$ cat src/rtl/atf_pkg.sv
`timescale 1ns / 1ps
`default_nettype none
// ----------------------------------------------------------------------------
// ATA taskfile sequencer package
// Shared types, register codes and reset values for the taskfile sequencer.
// ----------------------------------------------------------------------------
package atf_pkg;

  // Taskfile register indexes as seen on the result stream.
  localparam logic [2:0] REG_FEATURES = 3'd1;
  localparam logic [2:0] REG_COUNT    = 3'd2;
  localparam logic [2:0] REG_LBA_LOW  = 3'd3;
  localparam logic [2:0] REG_LBA_MID  = 3'd4;
  localparam logic [2:0] REG_LBA_HIGH = 3'd5;
  localparam logic [2:0] REG_DEV_HEAD = 3'd6;
  localparam logic [2:0] REG_COMMAND  = 3'd7;

  // Addressing modes.
  localparam logic [1:0] MODE_CHS   = 2'd0;
  localparam logic [1:0] MODE_LBA28 = 2'd1;

  // Configuration register indexes (byte address / 4).
  localparam logic [2:0] CFG_IDX_MODE  = 3'd0;
  localparam logic [2:0] CFG_IDX_SLAVE = 3'd1;
  localparam logic [2:0] CFG_IDX_LBA   = 3'd2;
  localparam logic [2:0] CFG_IDX_HEADS = 3'd3;
  localparam logic [2:0] CFG_IDX_SPT   = 3'd4;

  // Configuration reset values.
  localparam logic [1:0] CFG_RST_MODE  = MODE_LBA28;
  localparam logic       CFG_RST_SLAVE = 1'b0;
  localparam logic       CFG_RST_LBA   = 1'b1;
  localparam logic [4:0] CFG_RST_HEADS = 5'd16;
  localparam logic [7:0] CFG_RST_SPT   = 8'd63;

  // Device/head base bytes and masks.
  localparam logic [7:0] DH_CHS_MASTER = 8'hA0;
  localparam logic [7:0] DH_CHS_SLAVE  = 8'hB0;
  localparam logic [7:0] DH_LBA_MASTER = 8'hE0;
  localparam logic [7:0] DH_LBA_SLAVE  = 8'hF0;
  localparam logic [7:0] DH_HEAD_MASK  = 8'h0F;
  localparam logic [7:0] DH_LBA_BIT    = 8'h40;

  // Default depth of the job queue between front and back.
  localparam int ATF_QUEUE_DEPTH = 2;

  // Kind of register-write run a job produces.
  typedef enum logic [1:0] {
    JOB_SELECT,
    JOB_SEVEN,
    JOB_LBA48
  } job_kind_t;

  // One classified command, ready for the back end to play out.
  // For seven-write jobs b0/b1/b2 are the low/mid/high bytes.
  // For LBA48 jobs b0..b3 are the address bytes, lowest first.
  typedef struct packed {
    job_kind_t  kind;
    logic [7:0] dev_head;
    logic [7:0] count;
    logic [7:0] b0;
    logic [7:0] b1;
    logic [7:0] b2;
    logic [7:0] b3;
    logic [7:0] feature;
    logic [7:0] command;
  } job_t;

  // Live configuration handed to the front end.
  typedef struct packed {
    logic [1:0] address_mode;
    logic       slave_drive;
    logic       lba_capable;
    logic [4:0] head_count;
    logic [7:0] sectors_per_track;
  } cfg_t;

endpackage : atf_pkg
`default_nettype wire

$ cat src/rtl/ata_taskfile_sequencer_top.sv
`timescale 1ns / 1ps
`default_nettype none
// A CHS command passes through two divisions on the front end's
// two-bit-per-cycle divider before it is queued; select and LBA commands
// go to the queue directly. The front takes a new item only once the last
// one has been pushed or dropped; the back plays out one write per cycle
// while out_tready holds (1, 7 or 10 writes per item).
// Reset: configuration returns to its defaults, the shadow byte clears to 0
// and the job queue and output stage empty; no clearing pass is needed.
// ----------------------------------------------------------------------------
// ATA taskfile sequencer top level
// Turns command and drive-select beats into ordered taskfile register writes,
// with an APB-style port for the addressing and geometry registers.
// ----------------------------------------------------------------------------
module ata_taskfile_sequencer_top
  import atf_pkg::*;
#(
  parameter int QUEUE_DEPTH = ATF_QUEUE_DEPTH
) (
  input  wire logic        clk,
  input  wire logic        rst_n,
  // Command stream
  input  wire logic        in_tvalid,
  output logic             in_tready,
  input  wire logic [63:0] in_tdata,   // command_code, block_address, sector_total,
                                       // feature_byte, select_value (low to high)
  input  wire logic        in_tuser,   // action
  // Register write stream
  output logic             out_tvalid,
  input  wire logic        out_tready,
  output logic [15:0]      out_tdata,  // reg_index, reg_value, zero fill (low to high)
  output logic             out_tlast,  // last_write
  // Configuration port
  input  wire logic        cfg_psel,
  input  wire logic        cfg_penable,
  input  wire logic        cfg_pwrite,
  input  wire logic [4:0]  cfg_paddr,
  input  wire logic [31:0] cfg_pwdata,
  output logic [31:0]      cfg_prdata,
  output logic             cfg_pready
);

  cfg_t       cfg_r, cfg_nxt;
  logic       cfg_wr;
  logic [2:0] cfg_idx;

  logic       push;
  job_t       push_job;
  logic       pop;
  job_t       pop_job;
  logic       full;
  logic       empty;

  assign cfg_pready = 1'b1;
  assign cfg_wr     = cfg_psel && cfg_penable && cfg_pwrite && cfg_pready;
  assign cfg_idx    = cfg_paddr[4:2];

  // Register writes.
  always_comb begin
    cfg_nxt = cfg_r;
    if (cfg_wr) begin
      case (cfg_idx)
        CFG_IDX_MODE:  cfg_nxt.address_mode      = cfg_pwdata[1:0];
        CFG_IDX_SLAVE: cfg_nxt.slave_drive       = cfg_pwdata[0];
        CFG_IDX_LBA:   cfg_nxt.lba_capable       = cfg_pwdata[0];
        CFG_IDX_HEADS: cfg_nxt.head_count        = cfg_pwdata[4:0];
        CFG_IDX_SPT:   cfg_nxt.sectors_per_track = cfg_pwdata[7:0];
        default:       cfg_nxt = cfg_r;
      endcase
    end
  end

  // Register readback.
  always_comb begin
    case (cfg_idx)
      CFG_IDX_MODE:  cfg_prdata = {30'd0, cfg_r.address_mode};
      CFG_IDX_SLAVE: cfg_prdata = {31'd0, cfg_r.slave_drive};
      CFG_IDX_LBA:   cfg_prdata = {31'd0, cfg_r.lba_capable};
      CFG_IDX_HEADS: cfg_prdata = {27'd0, cfg_r.head_count};
      CFG_IDX_SPT:   cfg_prdata = {24'd0, cfg_r.sectors_per_track};
      default:       cfg_prdata = 32'd0;
    endcase
  end

  always_ff @(posedge clk) begin
    if (!rst_n) begin
      cfg_r.address_mode      <= CFG_RST_MODE;
      cfg_r.slave_drive       <= CFG_RST_SLAVE;
      cfg_r.lba_capable       <= CFG_RST_LBA;
      cfg_r.head_count        <= CFG_RST_HEADS;
      cfg_r.sectors_per_track <= CFG_RST_SPT;
    end else begin
      cfg_r <= cfg_nxt;
    end
  end

  atf_front u_front (
    .clk       (clk),
    .rst_n     (rst_n),
    .cfg       (cfg_r),
    .in_tvalid (in_tvalid),
    .in_tready (in_tready),
    .in_tdata  (in_tdata),
    .in_tuser  (in_tuser),
    .push      (push),
    .push_job  (push_job),
    .full      (full)
  );

  atf_fifo #(
    .DEPTH (QUEUE_DEPTH)
  ) u_fifo (
    .clk      (clk),
    .rst_n    (rst_n),
    .push     (push),
    .push_job (push_job),
    .pop      (pop),
    .pop_job  (pop_job),
    .full     (full),
    .empty    (empty)
  );

  atf_back u_back (
    .clk        (clk),
    .rst_n      (rst_n),
    .pop        (pop),
    .pop_job    (pop_job),
    .empty      (empty),
    .out_tvalid (out_tvalid),
    .out_tready (out_tready),
    .out_tdata  (out_tdata),
    .out_tlast  (out_tlast)
  );

endmodule : ata_taskfile_sequencer_top
`default_nettype wire

$ cat src/rtl/atf_front.sv
`timescale 1ns / 1ps
`default_nettype none
// ----------------------------------------------------------------------------
// ATA taskfile sequencer front end
// Accepts command beats, classifies them, runs the CHS translation on a
// two-bit-per-cycle restoring divider and pushes finished jobs to the queue.
// ----------------------------------------------------------------------------
module atf_front
  import atf_pkg::*;
(
  input  wire logic        clk,
  input  wire logic        rst_n,
  input  wire cfg_t        cfg,
  input  wire logic        in_tvalid,
  output logic             in_tready,
  input  wire logic [63:0] in_tdata,  // command_code, block_address, sector_total,
                                      // feature_byte, select_value (low to high)
  input  wire logic        in_tuser,  // action
  output logic             push,
  output job_t             push_job,
  input  wire logic        full
);

  typedef enum logic [1:0] {
    ST_IDLE,
    ST_DIV1,
    ST_DIV2,
    ST_PUSH
  } state_t;

  state_t      state_r, state_nxt;
  job_t        job_r, job_nxt;
  logic [7:0]  shadow_r, shadow_nxt;
  logic [31:0] quo_r, quo_nxt;
  logic [7:0]  rem_r, rem_nxt;
  logic [7:0]  dvs_r, dvs_nxt;
  logic [3:0]  cnt_r, cnt_nxt;

  logic [31:0] step_quo;
  logic [7:0]  step_rem;
  logic [7:0]  sel_v;
  logic [7:0]  chs_dh;
  logic        accept;

  // Two restoring division steps: shift one dividend bit into the
  // remainder, subtract the divisor when it fits.
  function automatic logic [39:0] div_step2(input logic [31:0] q, input logic [7:0] r,
                                            input logic [7:0] d);
    logic [8:0]  t;
    logic [31:0] qq;
    logic [7:0]  rr;
    qq = q;
    rr = r;
    for (int i = 0; i < 2; i++) begin
      t  = {rr, qq[31]};
      qq = {qq[30:0], 1'b0};
      if (t >= {1'b0, d}) begin
        rr    = 8'(t - {1'b0, d});
        qq[0] = 1'b1;
      end else begin
        rr = t[7:0];
      end
    end
    return {qq, rr};
  endfunction

  assign in_tready = (state_r == ST_IDLE);
  assign accept    = in_tvalid && in_tready;
  assign push      = (state_r == ST_PUSH) && !full;
  assign push_job  = job_r;

  assign {step_quo, step_rem} = div_step2(quo_r, rem_r, dvs_r);

  // Select byte with the LBA bit dropped for drives without LBA.
  assign sel_v  = cfg.lba_capable ? in_tdata[63:56] : (in_tdata[63:56] & ~DH_LBA_BIT);
  assign chs_dh = (cfg.slave_drive ? DH_CHS_SLAVE : DH_CHS_MASTER)
                  | (step_rem & DH_HEAD_MASK);

  // Next-state logic.
  always_comb begin
    state_nxt  = state_r;
    job_nxt    = job_r;
    shadow_nxt = shadow_r;
    quo_nxt    = quo_r;
    rem_nxt    = rem_r;
    dvs_nxt    = dvs_r;
    cnt_nxt    = cnt_r;
    case (state_r)
      ST_IDLE: begin
        if (accept) begin
          job_nxt.count   = in_tdata[47:40];
          job_nxt.feature = in_tdata[55:48];
          job_nxt.command = in_tdata[7:0];
          job_nxt.b0      = in_tdata[15:8];
          job_nxt.b1      = in_tdata[23:16];
          job_nxt.b2      = in_tdata[31:24];
          job_nxt.b3      = in_tdata[39:32];
          if (in_tuser) begin
            job_nxt.kind     = JOB_SELECT;
            job_nxt.dev_head = sel_v;
            if (sel_v != shadow_r) begin
              shadow_nxt = sel_v;
              state_nxt  = ST_PUSH;
            end
          end else if (cfg.address_mode[1]) begin
            job_nxt.kind = JOB_LBA48;
            state_nxt    = ST_PUSH;
          end else if (cfg.address_mode == MODE_CHS) begin
            job_nxt.kind = JOB_SEVEN;
            quo_nxt      = in_tdata[39:8];
            rem_nxt      = 8'd0;
            dvs_nxt      = (cfg.sectors_per_track == 8'd0) ? 8'd1 : cfg.sectors_per_track;
            cnt_nxt      = 4'd0;
            state_nxt    = ST_DIV1;
          end else begin
            job_nxt.kind     = JOB_SEVEN;
            job_nxt.dev_head = (cfg.slave_drive ? DH_LBA_SLAVE : DH_LBA_MASTER)
                               | ({4'd0, in_tdata[35:32]});
            shadow_nxt       = job_nxt.dev_head;
            state_nxt        = ST_PUSH;
          end
        end
      end
      // LBA / sectors per track: remainder gives the sector number.
      ST_DIV1: begin
        quo_nxt = step_quo;
        rem_nxt = step_rem;
        cnt_nxt = cnt_r + 4'd1;
        if (cnt_r == 4'd15) begin
          job_nxt.b0 = step_rem + 8'd1;
          rem_nxt    = 8'd0;
          dvs_nxt    = (cfg.head_count == 5'd0) ? 8'd1 : {3'd0, cfg.head_count};
          cnt_nxt    = 4'd0;
          state_nxt  = ST_DIV2;
        end
      end
      // Track number / heads: quotient is the cylinder, remainder the head.
      ST_DIV2: begin
        quo_nxt = step_quo;
        rem_nxt = step_rem;
        cnt_nxt = cnt_r + 4'd1;
        if (cnt_r == 4'd15) begin
          job_nxt.b1       = step_quo[7:0];
          job_nxt.b2       = step_quo[15:8];
          job_nxt.dev_head = chs_dh;
          shadow_nxt       = chs_dh;
          state_nxt        = ST_PUSH;
        end
      end
      ST_PUSH: begin
        if (!full) begin
          state_nxt = ST_IDLE;
        end
      end
      default: begin
        state_nxt = ST_IDLE;
      end
    endcase
  end

  // State and datapath registers.
  always_ff @(posedge clk) begin
    if (!rst_n) begin
      state_r  <= ST_IDLE;
      shadow_r <= 8'd0;
      cnt_r    <= 4'd0;
    end else begin
      state_r  <= state_nxt;
      shadow_r <= shadow_nxt;
      cnt_r    <= cnt_nxt;
    end
    job_r <= job_nxt;
    quo_r <= quo_nxt;
    rem_r <= rem_nxt;
    dvs_r <= dvs_nxt;
  end

endmodule : atf_front
`default_nettype wire

$ cat src/rtl/atf_fifo.sv
`timescale 1ns / 1ps
`default_nettype none
// ----------------------------------------------------------------------------
// ATA taskfile sequencer job queue
// Small first-in first-out queue of classified jobs between front and back.
// ----------------------------------------------------------------------------
module atf_fifo
  import atf_pkg::*;
#(
  parameter int DEPTH = ATF_QUEUE_DEPTH
) (
  input  wire logic clk,
  input  wire logic rst_n,
  input  wire logic push,
  input  wire job_t push_job,
  input  wire logic pop,
  output job_t      pop_job,
  output logic      full,
  output logic      empty
);

  localparam int PW = $clog2(DEPTH);
  localparam int CW = $clog2(DEPTH + 1);
  localparam logic [PW-1:0] LAST_PTR = PW'(DEPTH - 1);
  localparam logic [CW-1:0] FULL_CNT = CW'(DEPTH);

  job_t          mem_r [DEPTH];
  logic [PW-1:0] wr_ptr_r, wr_ptr_nxt;
  logic [PW-1:0] rd_ptr_r, rd_ptr_nxt;
  logic [CW-1:0] count_r, count_nxt;

  assign full    = (count_r == FULL_CNT);
  assign empty   = (count_r == '0);
  assign pop_job = mem_r[rd_ptr_r];

  // Pointer and occupancy update.
  always_comb begin
    wr_ptr_nxt = wr_ptr_r;
    rd_ptr_nxt = rd_ptr_r;
    count_nxt  = count_r;
    if (push) begin
      wr_ptr_nxt = (wr_ptr_r == LAST_PTR) ? '0 : wr_ptr_r + PW'(1);
    end
    if (pop) begin
      rd_ptr_nxt = (rd_ptr_r == LAST_PTR) ? '0 : rd_ptr_r + PW'(1);
    end
    if (push && !pop) begin
      count_nxt = count_r + CW'(1);
    end else if (pop && !push) begin
      count_nxt = count_r - CW'(1);
    end
  end

  always_ff @(posedge clk) begin
    if (!rst_n) begin
      wr_ptr_r <= '0;
      rd_ptr_r <= '0;
      count_r  <= '0;
    end else begin
      wr_ptr_r <= wr_ptr_nxt;
      rd_ptr_r <= rd_ptr_nxt;
      count_r  <= count_nxt;
    end
  end

  // Job storage.
  always_ff @(posedge clk) begin
    if (push) begin
      mem_r[wr_ptr_r] <= push_job;
    end
  end

  a_no_overflow: assert property (@(posedge clk) disable iff (!rst_n) push |-> !full)
    else $error("job queue written while full");
  a_no_underflow: assert property (@(posedge clk) disable iff (!rst_n) pop |-> !empty)
    else $error("job queue read while empty");

endmodule : atf_fifo
`default_nettype wire

$ cat src/rtl/atf_back.sv
`timescale 1ns / 1ps
`default_nettype none
// ----------------------------------------------------------------------------
// ATA taskfile sequencer back end
// Takes one job at a time from the queue and plays out its taskfile register
// writes, one beat per cycle unless out_tready stalls it, through a registered output stage.
// ----------------------------------------------------------------------------
module atf_back
  import atf_pkg::*;
(
  input  wire logic         clk,
  input  wire logic         rst_n,
  output logic              pop,
  input  wire job_t         pop_job,
  input  wire logic         empty,
  output logic              out_tvalid,
  input  wire logic         out_tready,
  output logic [15:0]       out_tdata,  // reg_index, reg_value, zero fill (low to high)
  output logic              out_tlast   // last_write
);

  localparam logic [3:0] STEP_LAST_SEVEN = 4'd6;
  localparam logic [3:0] STEP_LAST_LBA48 = 4'd9;

  job_t       job_r, job_nxt;
  logic       busy_r, busy_nxt;
  logic [3:0] step_r, step_nxt;
  logic       out_valid_r, out_valid_nxt;
  logic [2:0] out_idx_r, out_idx_nxt;
  logic [7:0] out_val_r, out_val_nxt;
  logic       out_last_r, out_last_nxt;

  logic       slot_free;
  logic [2:0] beat_idx;
  logic [7:0] beat_val;
  logic       beat_last;

  assign slot_free  = !out_valid_r || out_tready;
  assign pop        = !busy_r && !empty;
  assign out_tvalid = out_valid_r;
  assign out_tdata  = {5'd0, out_val_r, out_idx_r};
  assign out_tlast  = out_last_r;

  // Register write for the current step of the job.
  always_comb begin
    beat_idx  = REG_COMMAND;
    beat_val  = job_r.command;
    beat_last = 1'b0;
    case (job_r.kind)
      JOB_SELECT: begin
        beat_idx  = REG_DEV_HEAD;
        beat_val  = job_r.dev_head;
        beat_last = 1'b1;
      end
      JOB_SEVEN: begin
        beat_last = (step_r == STEP_LAST_SEVEN);
        case (step_r)
          4'd0:    begin beat_idx = REG_DEV_HEAD; beat_val = job_r.dev_head; end
          4'd1:    begin beat_idx = REG_COUNT;    beat_val = job_r.count;    end
          4'd2:    begin beat_idx = REG_LBA_LOW;  beat_val = job_r.b0;       end
          4'd3:    begin beat_idx = REG_LBA_MID;  beat_val = job_r.b1;       end
          4'd4:    begin beat_idx = REG_LBA_HIGH; beat_val = job_r.b2;       end
          4'd5:    begin beat_idx = REG_FEATURES; beat_val = job_r.feature;  end
          default: begin beat_idx = REG_COMMAND;  beat_val = job_r.command;  end
        endcase
      end
      JOB_LBA48: begin
        // High-order bytes go first, then the low-order bytes.
        beat_last = (step_r == STEP_LAST_LBA48);
        case (step_r)
          4'd0: begin
            beat_idx = REG_COUNT;
            beat_val = (job_r.count == 8'd0) ? 8'd1 : 8'd0;
          end
          4'd1:    begin beat_idx = REG_LBA_HIGH; beat_val = 8'd0;          end
          4'd2:    begin beat_idx = REG_LBA_MID;  beat_val = 8'd0;          end
          4'd3:    begin beat_idx = REG_LBA_LOW;  beat_val = job_r.b3;      end
          4'd4:    begin beat_idx = REG_COUNT;    beat_val = job_r.count;   end
          4'd5:    begin beat_idx = REG_LBA_HIGH; beat_val = job_r.b2;      end
          4'd6:    begin beat_idx = REG_LBA_MID;  beat_val = job_r.b1;      end
          4'd7:    begin beat_idx = REG_LBA_LOW;  beat_val = job_r.b0;      end
          4'd8:    begin beat_idx = REG_FEATURES; beat_val = job_r.feature; end
          default: begin beat_idx = REG_COMMAND;  beat_val = job_r.command; end
        endcase
      end
      default: begin
        beat_last = 1'b1;
      end
    endcase
  end

  // Job sequencing and output stage.
  always_comb begin
    job_nxt       = job_r;
    busy_nxt      = busy_r;
    step_nxt      = step_r;
    out_valid_nxt = out_valid_r;
    out_idx_nxt   = out_idx_r;
    out_val_nxt   = out_val_r;
    out_last_nxt  = out_last_r;
    if (pop) begin
      job_nxt  = pop_job;
      busy_nxt = 1'b1;
      step_nxt = 4'd0;
    end
    if (slot_free) begin
      out_valid_nxt = busy_r;
      if (busy_r) begin
        out_idx_nxt  = beat_idx;
        out_val_nxt  = beat_val;
        out_last_nxt = beat_last;
        step_nxt     = step_r + 4'd1;
        if (beat_last) begin
          busy_nxt = 1'b0;
        end
      end
    end
  end

  always_ff @(posedge clk) begin
    if (!rst_n) begin
      busy_r      <= 1'b0;
      step_r      <= 4'd0;
      out_valid_r <= 1'b0;
    end else begin
      busy_r      <= busy_nxt;
      step_r      <= step_nxt;
      out_valid_r <= out_valid_nxt;
    end
    job_r      <= job_nxt;
    out_idx_r  <= out_idx_nxt;
    out_val_r  <= out_val_nxt;
    out_last_r <= out_last_nxt;
  end

  a_step_bound: assert property (@(posedge clk) disable iff (!rst_n)
    busy_r |-> (step_r <= STEP_LAST_LBA48))
    else $error("write step ran past the longest run");
  a_pop_starts_job: assert property (@(posedge clk) disable iff (!rst_n)
    pop |=> (busy_r && step_r == 4'd0))
    else $error("job taken from queue did not start at its first write");

endmodule : atf_back
`default_nettype wire

$ cat config.mk
export PLATFORM = sky130hd
export DESIGN_NAME = ata_taskfile_sequencer_top
export DESIGN_NICKNAME = d
export VERILOG_FILES = /design/src/rtl/atf_pkg.sv /design/src/rtl/ata_taskfile_sequencer_top.sv /design/src/rtl/atf_front.sv /design/src/rtl/atf_fifo.sv /design/src/rtl/atf_back.sv
export SDC_FILE = /design/constraint.sdc
export NUM_CORES = 1
export LEC_CHECK = 0
export ABC_AREA = 0
export BUFFER_PORTS_ARGS = -buffer_cell sky130_fd_sc_hd__buf_2
export CELL_PAD_IN_SITES_DETAIL_PLACEMENT = 1
export CELL_PAD_IN_SITES_GLOBAL_PLACEMENT = 1
export CORE_ASPECT_RATIO = 1.75
export CORE_UTILIZATION = 43
export DETAILED_ROUTE_END_ITERATION = 8
export GPL_TIMING_DRIVEN = 1
export HOLD_SLACK_MARGIN = 0.1
export PLACE_DENSITY_LB_ADDON = 0.1
export REMOVE_ABC_BUFFERS = 1
export SYNTH_ARGS = -nofsm -noshare
export SYNTH_HDL_FRONTEND = slang
export SYNTH_SLANG_ARGS = --single-unit
$ cat constraint.sdc
create_clock -name clk -period 6.96 [get_ports clk]
set_input_delay 0.348 -clock clk [delete_from_list [all_inputs] [get_ports clk]]
set_output_delay 0.348 -clock clk [all_outputs]
set_load 0.01 [all_outputs]
# After elaboration in Yosys (flattened, before gate mapping)
# Memories as Yosys holds them, arrays and structs flattened. A register that Yosys moved wholly into a read port is not among the register bits.
# Cells that the tools add are included.
totals:
  reg_bits: 167
  mem_bits_ro: 0
  latch_bits: 0
  ramBits: 132
  memories: 1
op_classes:
  div_mod_pow: 0
  shifts: 0
  n_eq_ne: 31
  bitwise: 2
  add_sub_neg: 9
  order_cmp: 2
  multipliers: 0
  mux: 78
  reduce_logical: 49
memory_table:
  columns: ["name", "words", "width", "rd", "rd_ports_with_merged_regs", "write_ports", "line", "rtl"]
  rows:
  - ["u_fifo.mem_r", 2, 66, 1, 1, 1, "atf_fifo.sv:27", "job_t mem_r [DEPTH];"]
ops:
  columns: ["cell", "count"]
  rows:
  - ["8-bit 2-to-1 mux", 21]
  - ["32-bit 2-to-1 mux", 4]
  - ["64-bit 2-to-1 mux", 1]
  - ["32-bit case mux with 2 select lines", 1]
  - ["8-bit case mux with 2 select lines", 4]
  - ["8-bit case mux with 8 select lines", 1]
  - ["8-bit case mux with 3 select lines", 2]
  - ["8-bit case mux with 6 select lines", 1]
  - ["8-bit case mux with 5 select lines", 1]
  - ["4-bit 2-to-1 mux", 8]
  - ["16-bit case mux with 2 select lines", 1]
  - ["2-bit 2-to-1 mux", 11]
  - ["5-bit AND reduction", 4]
  - ["9-bit by 8-bit >= comparator with 1-bit output", 2]
  - ["3-bit case mux with 6 select lines", 1]
  - ["4-bit by 3-bit == test with 1-bit output, second input constant", 4]
  - ["8-bit zero test", 2]
  - ["16-bit 2-to-1 mux", 1]
  - ["8-bit by 4-bit bitwise OR with 8-bit output", 2]
  - ["8-bit subtractor", 2]
  - ["5-bit 2-to-1 mux", 3]
  - ["3-bit case mux with 5 select lines", 1]
  - ["2-bit AND reduction", 7]
  - ["4-bit == test, second input constant", 3]
  - ["34 further kinds", 83]

# Logic depth before layout (Yosys ltp)
# Gate-level depths: netlist (run 1).
depth:
  word_depth: 7
  depth_mapped: 22

# Modules after synthesis
# From an unflattened synthesis (run 1), not the netlist that was laid out.
hier_totals:
  hier_cells: 1226
  area_unflattened_um2: 16731.0
by_module_without_submodules:
  columns: ["mod", "cells_per_inst", "area_per_inst_um2", "seq_area_each_um2", "n_inst"]
  rows:
  - ["atf_front", 559, 6643.9, 3703.6, 1]
  - ["atf_fifo", 227, 4988.5, 4063.9, 1]
  - ["atf_back", 316, 4036.4, 2462.4, 1]
  - ["ata_taskfile_sequencer_top", 124, 1062.3, 340.3, 1]

# Least setup slack after synthesis (run 1)
# No wires, ideal clock.
synth_timing:
  path_type: "register -> register"
  start: "register u_front.rem_r[3]"
  end: "register u_front.job_r (netlist bit u_front.push_job[46]) (data pin)"
  arrival_time_ns: 4.665
  t_required_ns: 6.686
  slack_ns: 2.021
  path_buffers: 1
  stages_incl_launch_ff: 20
  period_less_slack_ns: 4.939
  setup_time_ns: 0.274
  path_cell_list: "edfxtp_1 -> ha_1 -> o211a_4 -> a221o_1 -> a21oi_2 -> mux2_2 -> ha_1 -> o21a_1 -> o31a_1 -> o31a_1 -> o31ai_2 -> and3_1 -> buf_6 -> mux2i_4 -> ha_1 -> and4b_1 -> nand2_1 -> mux2i_1 -> xor2_1 -> mux2i_1"
synth_lines:
  columns: ["element", "line", "rtl"]
  rows:
  - ["start, declared", "atf_front.sv:35", "logic [7:0] rem_r, rem_nxt;"]
  - ["start signal, assigned", "atf_front.sv:174", "rem_r <= rem_nxt;"]
  - ["end signal, assigned", "atf_front.sv:172", "job_r <= job_nxt;"]
  - ["end, declared", "atf_front.sv:32", "job_t job_r, job_nxt;"]

==> metrics.cfg, run 1 <==
[cts]
cts_tree = built
clk_pin_slew_ns = 0.06
clk_latency_ns = 0.53
cts_resized = 0
post_cts_buffers = 0
cts_sinks = 365
ctsHoldBuffers = 40
htree_num_levels = 2
clock_path_buffers = 3
clockRootBuffer = clkbuf_16
cts_buffers = 35

[power]
p_leak_nw = 6.72
ir_worst_vdd_uv = 215
power_density_nw_per_um2 = 460

[detailed_routing]
vias = 10000
routed_wl_um = 40600
vias_per_cell = 5.46
firstDrtPassIters = 8
wl_per_cell_um = 22.1
drt_iter0_markers = 401
drc = 1
drtAntennaViolNets = 0

[yosys]
netlist_area_um2 = 16300
synth-edff-count = 324
syn-mean-instance-area_um2 = 13.6
netlist_instances = 1200
synth_flop_cell = edfxtp_1
yosys_warnings = 0
async_flop_share_pct = 0
ys_ff_latch = 365
synth_cell_types = 74
ys_seq_area_share_pct = 64.7

[setup_path]
r2r_start = u_front.rem_r[5]$_DFFE_PP_
slowest_stage = o31ai_2
cp_max_fo = 8
crit_path_end_kind = register
cp_data_required_time_ns = 7.18
worst_ep_arrival_time_ns = 5.91
reg2reg_slack_ns = 1.27
path_cells = ha_1 -> a21o_1 -> a221o_1 -> a21oi_2 -> mux2_2 -> ha_1 -> o21a_1 -> o31a_1 -> o31a_1 -> o31ai_2 -> nand3_4 -> mux2i_1 -> ha_1 -> and4b_1 -> nand2_1 -> mux2i_1 -> xor2_1 -> mux2i_1
critical_path_class = reg -> reg
rr_worst_depth = 18
slowest_delay_ns = 0.44
rr_endpoint = u_front.push_job[46]$_DFFE_PP_
crit_path_start_kind = register

[global_routing]
grt-ovfl-total = 0
groute.usage.overall_pct = 21.3
antenna_found_initial = 0
grt_max_degree = 67
grt_pass1_vias = 10700
grt_pass1_wl_um = 61900

[layout]
layout_common_cells = edfxtp_1 (324), mux2_2 (112), buf_2 (104)
utilization_pct = 49.9
nets = 1478
area_growth_syn_to_layout_pct = 14.8
diodes = 0
drive_above_1_share_pct = 22.1
stdcell_area_um2 = 18700
layout_commonest_cell = edfxtp_1
fin_cells = 1840

[sta]
hold_viol_final = 0
worst_slew_pin_slew_ns = 1.09
final.setup_skew_ns = 0.0214
min_period_ns = 5.69
max_slew_margin_pct = 27.2
slew_violations = 0
rsz0062_at_grt = no
clock.fmax_mhz = 176
fin_crit_sh_pct = 81.7
finalSetupViolCount = 0
fin_setup_tns_ns = 0
setup_slack_ns = 1.27

[outcome]
status = complete, but fails checks
violations = DRC

[hold_path]
hold_start = in_tdata[25]
hold_class = in -> reg
holdPathStages = 2
holdPathEnd = u_front.quo_r[17]$_DFFE_PP_

[placement]
hpwlAfterDp_um = 28600
place.gp.congestion = 0.870
placed_cell_area_um2 = 17200
dp_cells = 1739
dp_worst_setup_slack_ns = 1.26
port_buffers = 104

[die]
die_h_um = 260
chipWidth_um = 149
start_util_pct = 43.5
die-area_um2 = 38700
num_rows = 94
core_um2 = 37500
ioPinCount = 161

[job]
max_cap_viol_count = 0

-- worst max-delay path by stage --
stage                                                from                               end  slack (ns)
after floorplan           u_front.state_r[0]$_SDFFE_PN0P_  u_front.shadow_r[2]$_SDFFE_PN0P_        1.28
after global placement     u_front.dvs_r[6]$_SDFFCE_PP0P_    u_front.push_job[46]$_DFFE_PP_        1.30
after detailed placement       u_front.rem_r[5]$_DFFE_PP_    u_front.push_job[46]$_DFFE_PP_        1.26
after CTS                      u_front.rem_r[5]$_DFFE_PP_    u_front.push_job[46]$_DFFE_PP_        1.23
after global routing       u_front.dvs_r[6]$_SDFFCE_PP0P_    u_front.push_job[46]$_DFFE_PP_        0.98
final                          u_front.rem_r[5]$_DFFE_PP_    u_front.push_job[46]$_DFFE_PP_        1.27
-- logic make-up (layout without fill, tap and decap cells) --
group / Yosys count / in the layout / share of synthesized area, %
mux: 156 / 156 / 10.5
simple gates: 279 / 279 / 8.38
other cells: 2 / 30 / 0.0460
compound gates: 219 / 219 / 9.05
flops: 365 / 365 / 64.7
xor+xnor: 19 / 19 / 1.02
fa+ha+maj: 33 / 33 / 2.62
buf+inv: 127 / 259 / 3.68
-- power by group --
part           internal [mW]  total [mW]  switching, mW
Clock                   1.07        1.88          0.813
Sequential              3.24        3.57          0.326
Combinational           1.21        3.16           1.95
-- cell type report --
cell class	count	area, µm²
Sequential cell	365	10600
Clock inverter	17	176
Fill cell	3762	18800
Inverter	38	143
Timing Repair Buffer	160	1040
Clock buffer	44	931
Tap cell	480	601
Multi-Input combinational cell	736	5290
-- through the flow --
stage	hold slack, ns	total power [mW]
6_report	0.153	8.61
5_1_grt	0.140	9.07
4_1_cts	0.123	8.72
3_5_place_dp	0.431	6.78
3_3_place_gp	0.423	6.71
2_1_floorplan	0.410	5.66
-- worst max-delay path: cells and delay by family, from the launching register on --
kind,cells,cell delay (ns)
flip-flops,1,0.40
multiplexers,4,1.08
adder cells (fa/ha/maj),3,1.16
AO/OA/AOI/OAI,7,2.06
AND/OR/NAND/NOR,3,0.52
XOR/XNOR,1,0.16
-- state kept, by name, summed over array words and instances, names as in the netlist --
register           cells
u_front.state_r        2
u_back.job_r          66
u_fifo.count_r         2
u_back.step_r          4
u_back.out_tlast       1
u_front.push_job      66
u_fifo.rd_ptr_r        1
cfg_r                 17
u_fifo.wr_ptr_r        1
u_front.shadow_r       8
u_front.rem_r          8
u_back.busy_r          1
u_back.out_val_r       8
u_front.dvs_r          8
u_back.out_idx_r       3
u_fifo.mem_r         132
u_front.quo_r         32
u_front.cnt_r          4
u_back.out_tvalid      1
-- synthesized netlist by cell type, types with 4 or more instances --
cell type | number | area [µm²]
a211oi_1 | 5 | 37.5
a21o_1 | 4 | 30.0
a21oi_1 | 47 | 235
a221o_1 | 6 | 60.1
a221oi_1 | 4 | 35.0
a222oi_1 | 9 | 90.1
a22o_1 | 8 | 70.1
a22oi_1 | 14 | 105
a31oi_1 | 18 | 113
a32oi_1 | 4 | 35.0
and2_1 | 12 | 75.1
and3_1 | 15 | 93.8
buf_1 | 7 | 26.3
buf_4 | 30 | 225
clkbuf_1 | 48 | 180
dfxtp_1 | 41 | 821
edfxtp_1 | 324 | 9730
ha_1 | 31 | 388
inv_1 | 35 | 131
mux2_2 | 112 | 1260
mux2i_1 | 42 | 420
nand2_1 | 95 | 357
nand2b_1 | 5 | 31.3
nand3_1 | 18 | 90.1
nand3b_1 | 5 | 37.5
nand4_1 | 5 | 31.3
nor2_1 | 60 | 225
nor2b_1 | 27 | 169
nor3_1 | 10 | 50.1
nor4_1 | 8 | 50.1
o21a_1 | 7 | 52.6
o21ai_0 | 53 | 265
o22ai_1 | 6 | 37.5
or4_1 | 4 | 30.0
xnor2_1 | 13 | 114
xor2_1 | 6 | 52.6
-- metal layers --
layer / track usage, % / vias to the layer above / routed length, µm
li1: - / 4747 / -
met1: 22.2 / 5008 / 14800
met2: 41.5 / 203 / 23000
met3: 2.35 / 89 / 1070
met4: 10.1 / 0 / 1670
met5: 0 / - / 0
No activity file was read; power rests on OpenSTA's default activity.
==> inputs of run 2 (changes only) <==
ABC_AREA = 1   (was 0)
clock period = 5.8 ns   (was 6.96 ns; I/O delays follow)
==> run 2 against run 1 <==
Effect of this change: the run now ends clean; via count grew 11%; sequential power grew 24%; power grew 35%; clock skew grew 0.00070 ns; die area shrank 1.3%; register-to-register slack gained 0.22 ns; sequential share of layout area shrank 0.37 points; clock-buffer cell count shrank 3; synthesized cell count grew 27%; critical path type unchanged; largest power group is now combinational cells.
==> metrics.cfg, run 2 <==
[setup_path]
reg2reg_slack_ns = 1.49
cp_data_required_time_ns = 6.07
crit_path_start_kind = register
crit_path_end_kind = register
worst_ep_arrival_time_ns = 4.58
critical_path_class = reg -> reg
cp_max_fo = 12

[detailed_routing]
drt_iter0_markers = 505
drt-met1-wl_um = 15100
drc = 0
vias = 11200
firstDrtPassIters = 4
wl_met2_um = 23900
drtAntennaViolNets = 0
highest_layer = met5
routed_wl_um = 43100
wl_met3_um = 1130
wl_per_cell_um = 19.7
vias_per_cell = 5.12

[die]
start_util_pct = 43.6
die_h_um = 258
num_rows = 93
core_um2 = 36900
die-area_um2 = 38200
chipWidth_um = 148
ioPinCount = 161

[layout]
utilization_pct = 51.1
largest_register = u_fifo.mem_r
layout_commonest_cell = nand2_1
drive_above_1_share_pct = 12.7
nets = 1826
diodes = 0
area_growth_syn_to_layout_pct = 17.1
largest_reg_flops = 132
layout_common_cells = nand2_1 (451), edfxtp_1 (324), inv_1 (134)

[yosys]
ys_ff_latch = 365
synthMuxAreaShare_pct = 0.0622
synth.largest_area_cell = edfxtp_1
syn-mean-instance-area_um2 = 10.6
netlist_instances = 1519
synth-edff-count = 324
yosys-top-cells-count = nand2_1 (451), edfxtp_1 (324), inv_1 (136), o21ai_0 (87), nor2_1 (83)
yosys_warnings = 0
async_flop_share_pct = 0
yosys.area.top_type_share_pct = 60.4
synthAdderAreaFrac_pct = 2.66
synth_most_common_cell = nand2_1
synth_top_family_by_area = simple AND/OR/NAND/NOR gates
synth_flop_cell = edfxtp_1
synth_cell_types = 50
ys_seq_area_share_pct = 65.5
netlist_area_um2 = 16100
synth-simple-area-share_pct = 16.4
synthTopCellsByArea = edfxtp_1 (60%), nand2_1 (11%), dfxtp_1 (5.1%), inv_1 (3.2%), o21ai_0 (2.7%)
synth-compound-area-share_pct = 8.54
synth-xor-area-share_pct = 0.816

[global_routing]
grt_max_degree = 71
grt_pass1_wl_um = 66100
grt-ovfl-total = 0
groute.usage.overall_pct = 23.0
grt_pass1_vias = 12100
antenna_found_initial = 1

[cts]
clock_path_buffers = 3
cts_buffers = 35
cts_tree = built
cts_resized = 0
clockRootBuffer = clkbuf_16
htree_num_levels = 2
clk_latency_ns = 0.52
clk_pin_slew_ns = 0.07
cts_sinks = 365

[power]
p_clk_share_pct = 20.8
power_density_nw_per_um2 = 619
power_switching_mw = 4.74
p_int_mw = 6.92
p_seq_share_pct = 38.0
pwr-share-comb_pct = 41.2
p_leak_nw = 7.66
switching_share_pct = 40.7
ir_worst_vdd_uv = 388

[sta]
min_period_ns = 4.31
finalSetupViolCount = 0
clock.fmax_mhz = 232
final.setup_skew_ns = 0.0221
fin_crit_sh_pct = 74.3
max_slew_margin_pct = 21.8
hold_viol_final = 0
slew_violations = 0
fin_setup_tns_ns = 0
rsz0062_at_grt = no
worst_slew_pin_slew_ns = 1.16

[placement]
port_buffers = 104
place.gp.congestion = 0.887
hpwlAfterDp_um = 30600

[job]
max_cap_viol_count = 0

[hold_path]
hold_class = in -> reg

[outcome]
status = finished, final reports clean

[run 2: changes by cell type in the layout (fill, tap and decap cells not counted), sizes merged, moves of 20 or more]
cell	delta
a21oi	+30
dlygate4sd3	+20
inv	+107
mux2	-113
mux2i	-42
nand2	+369
nand3	+30
nor2	+30
nor2b	-27
o21ai	+40
o22ai	+29
[run 2: cells by family after synthesis]
group | after synthesis
AOI/OAI and AO/OA | 244
xor gates and xnor gates | 15
adders and majority gates | 33
buffers and inverters | 221
DFF | 365
muxes | 1
other | 2
and+or+nand+nor | 638
[run 2: routing by layer]
metal,vias to the layer above,global-route usage [%]
met5,-,0
met4,2,14.7
met3,116,2.83
met2,219,44.7
met1,5402,22.4
li1,5454,-
[run 2: final timing paths]
kind | startpoint | to | cells after the start
max | u_front.dvs_r[1]$_DFFE_PP_ | u_front.push_job[46]$_DFFE_PP_ | 27
min | in_tdata[60] | u_front.shadow_r[4]$_SDFFE_PN0P_ | 3
min reg2reg | u_front.push_job[36]$_DFFE_PP_ | u_fifo.mem_r[0][36]$_DFFE_PP_ | 0
max reg2reg | u_front.dvs_r[1]$_DFFE_PP_ | u_front.push_job[46]$_DFFE_PP_ | 27
[run 2: layout make-up]
cell class | instances | area, µm²
clock buffers | 41 | 941
clock inverters | 22 | 279
fillers | 4026 | 18000
inverters | 145 | 544
multi-input cells | 961 | 4730
flip-flops and latches | 365 | 10600
well taps | 475 | 594
repair buffers | 176 | 1210
[run 2: worst max-delay path, cell delays in order (launching register included)]
cell,delay [ns]
edfxtp_1,0.38
inv_1,0.11
ha_1,0.37
nand2_1,0.07
nor2_1,0.10
nand2_1,0.07
nand3_2,0.10
nand2_2,0.08
nand2_4,0.15
inv_2,0.12
nand2_1,0.09
nand2_2,0.06
ha_1,0.36
a21oi_1,0.24
o21ai_2,0.11
nand2_1,0.07
o211ai_1,0.12
nand2_2,0.21
nand3_4,0.19
o21ai_2,0.25
inv_1,0.11
ha_1,0.21
nand2_1,0.11
inv_1,0.08
nand3_1,0.08
nand2_1,0.06
nand3_1,0.08
nand2_1,0.05
[run 2: repair_timing]
item | CTS | global route
endpoints found under the setup margin | 0 | 0
hold buffers | 60 | 0
buffers inserted | 0 | 0
hold endpoints to repair | 72 | 0
[run 2: per-stage QoR]
step / cell area [µm²] / instances / hold slack, ns / setup slack (ns) / power (mW)
after floorplan: 15800 / 1471 / 0.374 / 0.547 / 7.72
after global placement: 17000 / 2062 / 0.424 / 1.50 / 9.16
after detailed placement: 17000 / 2062 / 0.431 / 1.46 / 9.29
after CTS: 18900 / 2185 / 0.101 / 1.44 / 11.8
after global routing: 18900 / 2185 / 0.105 / 1.06 / 12.5
final: 18900 / 2185 / 0.116 / 1.49 / 11.7
[run 2: power by group through the flow]
stage               Clock [mW]  Combinational [mW]  Sequential (mW)
detailed placement           0                4.81             4.48
global placement             0                4.72             4.44
finish                    2.43                4.80             4.43
global route              2.55                5.41             4.51
floorplan                    0                3.29             4.42
CTS                       2.48                4.88             4.43
==> inputs of run 3 (changes only) <==
CORE_UTILIZATION = 42   (was 43)
clock period = 3.84 ns   (was 5.8 ns; I/O delays follow)
==> run 3 against run 2 <==
Effect of this change: clock-buffer cell count down 3; sequential cell count did not move; clock skew shrank 0.0080 ns; largest cell class unchanged; power increased by 75%; fmax up 17%; die area grew 2.4%; critical path depth unchanged.
==> metrics.cfg, run 3 (same netlist as run 2, synthesis figures left out) <==
[layout]
layout_common_cells = nand2_1 (429), edfxtp_1 (324), inv_1 (122)
fillers = 4104
largest_register = u_fifo.mem_r
multi_input_area_um2 = 5110
nets = 1906
seq_area_um2 = 10600
fin_cells = 2268
drive_above_1_share_pct = 19.1
largest_reg_flops = 132
diodes = 0
layout_commonest_cell = nand2_1
area_growth_syn_to_layout_pct = 23.7

[setup_path]
worst_ep_arrival_time_ns = 3.97
crit_path_start_kind = register
critical_path_class = reg -> reg
crit_path_end_kind = register
cp_max_fo = 7
cp_data_required_time_ns = 4.11

[sta]
max_slew_margin_pct = 36.0
final.setup_skew_ns = 0.0141
fin_crit_sh_pct = 96.2
slew_violations = 0
hold_viol_final = 0
min_period_ns = 3.70
clock.fmax_mhz = 271
setup_slack_ns = 0.145
worst_slew_pin_slew_ns = 0.961
rsz0062_at_grt = yes
finalSetupViolCount = 0

[die]
die-area_um2 = 39100
core_um2 = 37600
start_util_pct = 42.8
die_h_um = 261
ioPinCount = 161
num_rows = 94
chipWidth_um = 150

[cts]
htree_num_levels = 2
cts_sinks = 365
cts_buffers = 35
cts_tree = built
clk_pin_slew_ns = 0.07
clockRootBuffer = clkbuf_16
clk_latency_ns = 0.53
clock_path_buffers = 3

[placement]
port_buffers = 104
place.gp.congestion = 0.958
dp_cells = 2123
dp_worst_setup_slack_ns = -0.118
hpwlAfterDp_um = 32900

[job]
max_cap_viol_count = 0

[detailed_routing]
vias = 11600
drc = 0
firstDrtPassIters = 5
routed_wl_um = 46000
wl_per_cell_um = 20.3
drt_iter0_markers = 453
vias_per_cell = 5.11
drtAntennaViolNets = 0

[power]
power_density_nw_per_um2 = 1020
ir_worst_vdd_uv = 925
p_leak_nw = 8.10

[global_routing]
grt_pass1_vias = 12400
grt-ovfl-total = 0
grt_pass1_wl_um = 69400
antenna_found_initial = 0
grt_max_degree = 70
groute.usage.overall_pct = 23.8

[outcome]
status = finished, final reports clean

[hold_path]
hold_class = in -> reg

## run 3: timing repair
item / 4_1_cts / 5_1_grt
endpoints found under the setup margin: 4 / 13
buffers inserted: 0 / 11
cloned: 0 / 1
pin swaps: 2 / 44
gates resized for setup: 14 / 78
hold buffers: 73 / 0
endpoints found under the hold margin: 107 / 0
## run 3: power by group
group | internal (mW) | total [mW] | switching (mW)
logic | 3.87 | 10.0 | 6.13
clock network | 2.16 | 3.67 | 1.51
registers | 6.15 | 6.73 | 0.581
## run 3: per-layer routing
metal	track usage (%)	share of wire, %
met2	47.8	57
met5	0	0
met4	11.8	4.9
met3	2.53	2.5
met1	23.5	35
## run 3: final timing paths
check                                                    start                               end  slack, ns  cells after the start
worst max-delay path                u_front.dvs_r[0]$_DFFE_PP_    u_front.push_job[46]$_DFFE_PP_       0.14                     27
worst min-delay path                              in_tdata[62]  u_front.shadow_r[6]$_SDFFE_PN0P_       0.12                      5
worst max register to register      u_front.dvs_r[0]$_DFFE_PP_    u_front.push_job[46]$_DFFE_PP_       0.14                     27
worst min register to register  u_front.push_job[30]$_DFFE_PP_     u_fifo.mem_r[0][30]$_DFFE_PP_       0.44                      0
## run 3: worst max-delay path, cell delays in order, from the launching register on
cell	delay [ns]
edfxtp_1	0.53
ha_4	0.34
nand2_2	0.04
nor2_1	0.09
nand2_1	0.06
nor2_2	0.16
nor2_4	0.09
nand2_8	0.09
inv_6	0.06
nand2_2	0.09
nand2_4	0.09
ha_4	0.26
buf_4	0.14
nand4_1	0.09
nor2_2	0.05
nor2_1	0.12
nand2_2	0.10
inv_2	0.08
nand3_4	0.11
o21ai_2	0.18
inv_1	0.07
ha_2	0.18
nand2_2	0.09
inv_2	0.06
nand3_2	0.07
nand2_1	0.05
nand3_1	0.08
nand2_1	0.06
## run 3: final cells by class
| cell class | instances | share of cell area (%) |
|---|---|---|
| Inverter | 145 | 2.76 |
| Timing Repair Buffer | 255 | 9.52 |
| Multi-Input combinational cell | 962 | 25.7 |
| Tap cell | 480 | 3.02 |
| Sequential cell | 365 | 53.0 |
| Clock inverter | 23 | 1.38 |
| Clock buffer | 38 | 4.67 |
## run 3: metrics by stage
stage	cell area [µm²]	power [mW]	util, %	hold slack [ns]	TNS [ns]
after global routing	19900	21.7	52.9	0.154	-0.128
final	19900	20.4	52.9	0.120	0
after floorplan	15800	11.7	-	0.276	-51.80
after detailed placement	17500	15.5	46.5	0.371	-0.199
after CTS	19500	19.5	51.8	0.103	-0.0152
after global placement	17500	15.3	46.5	0.369	-0.0390
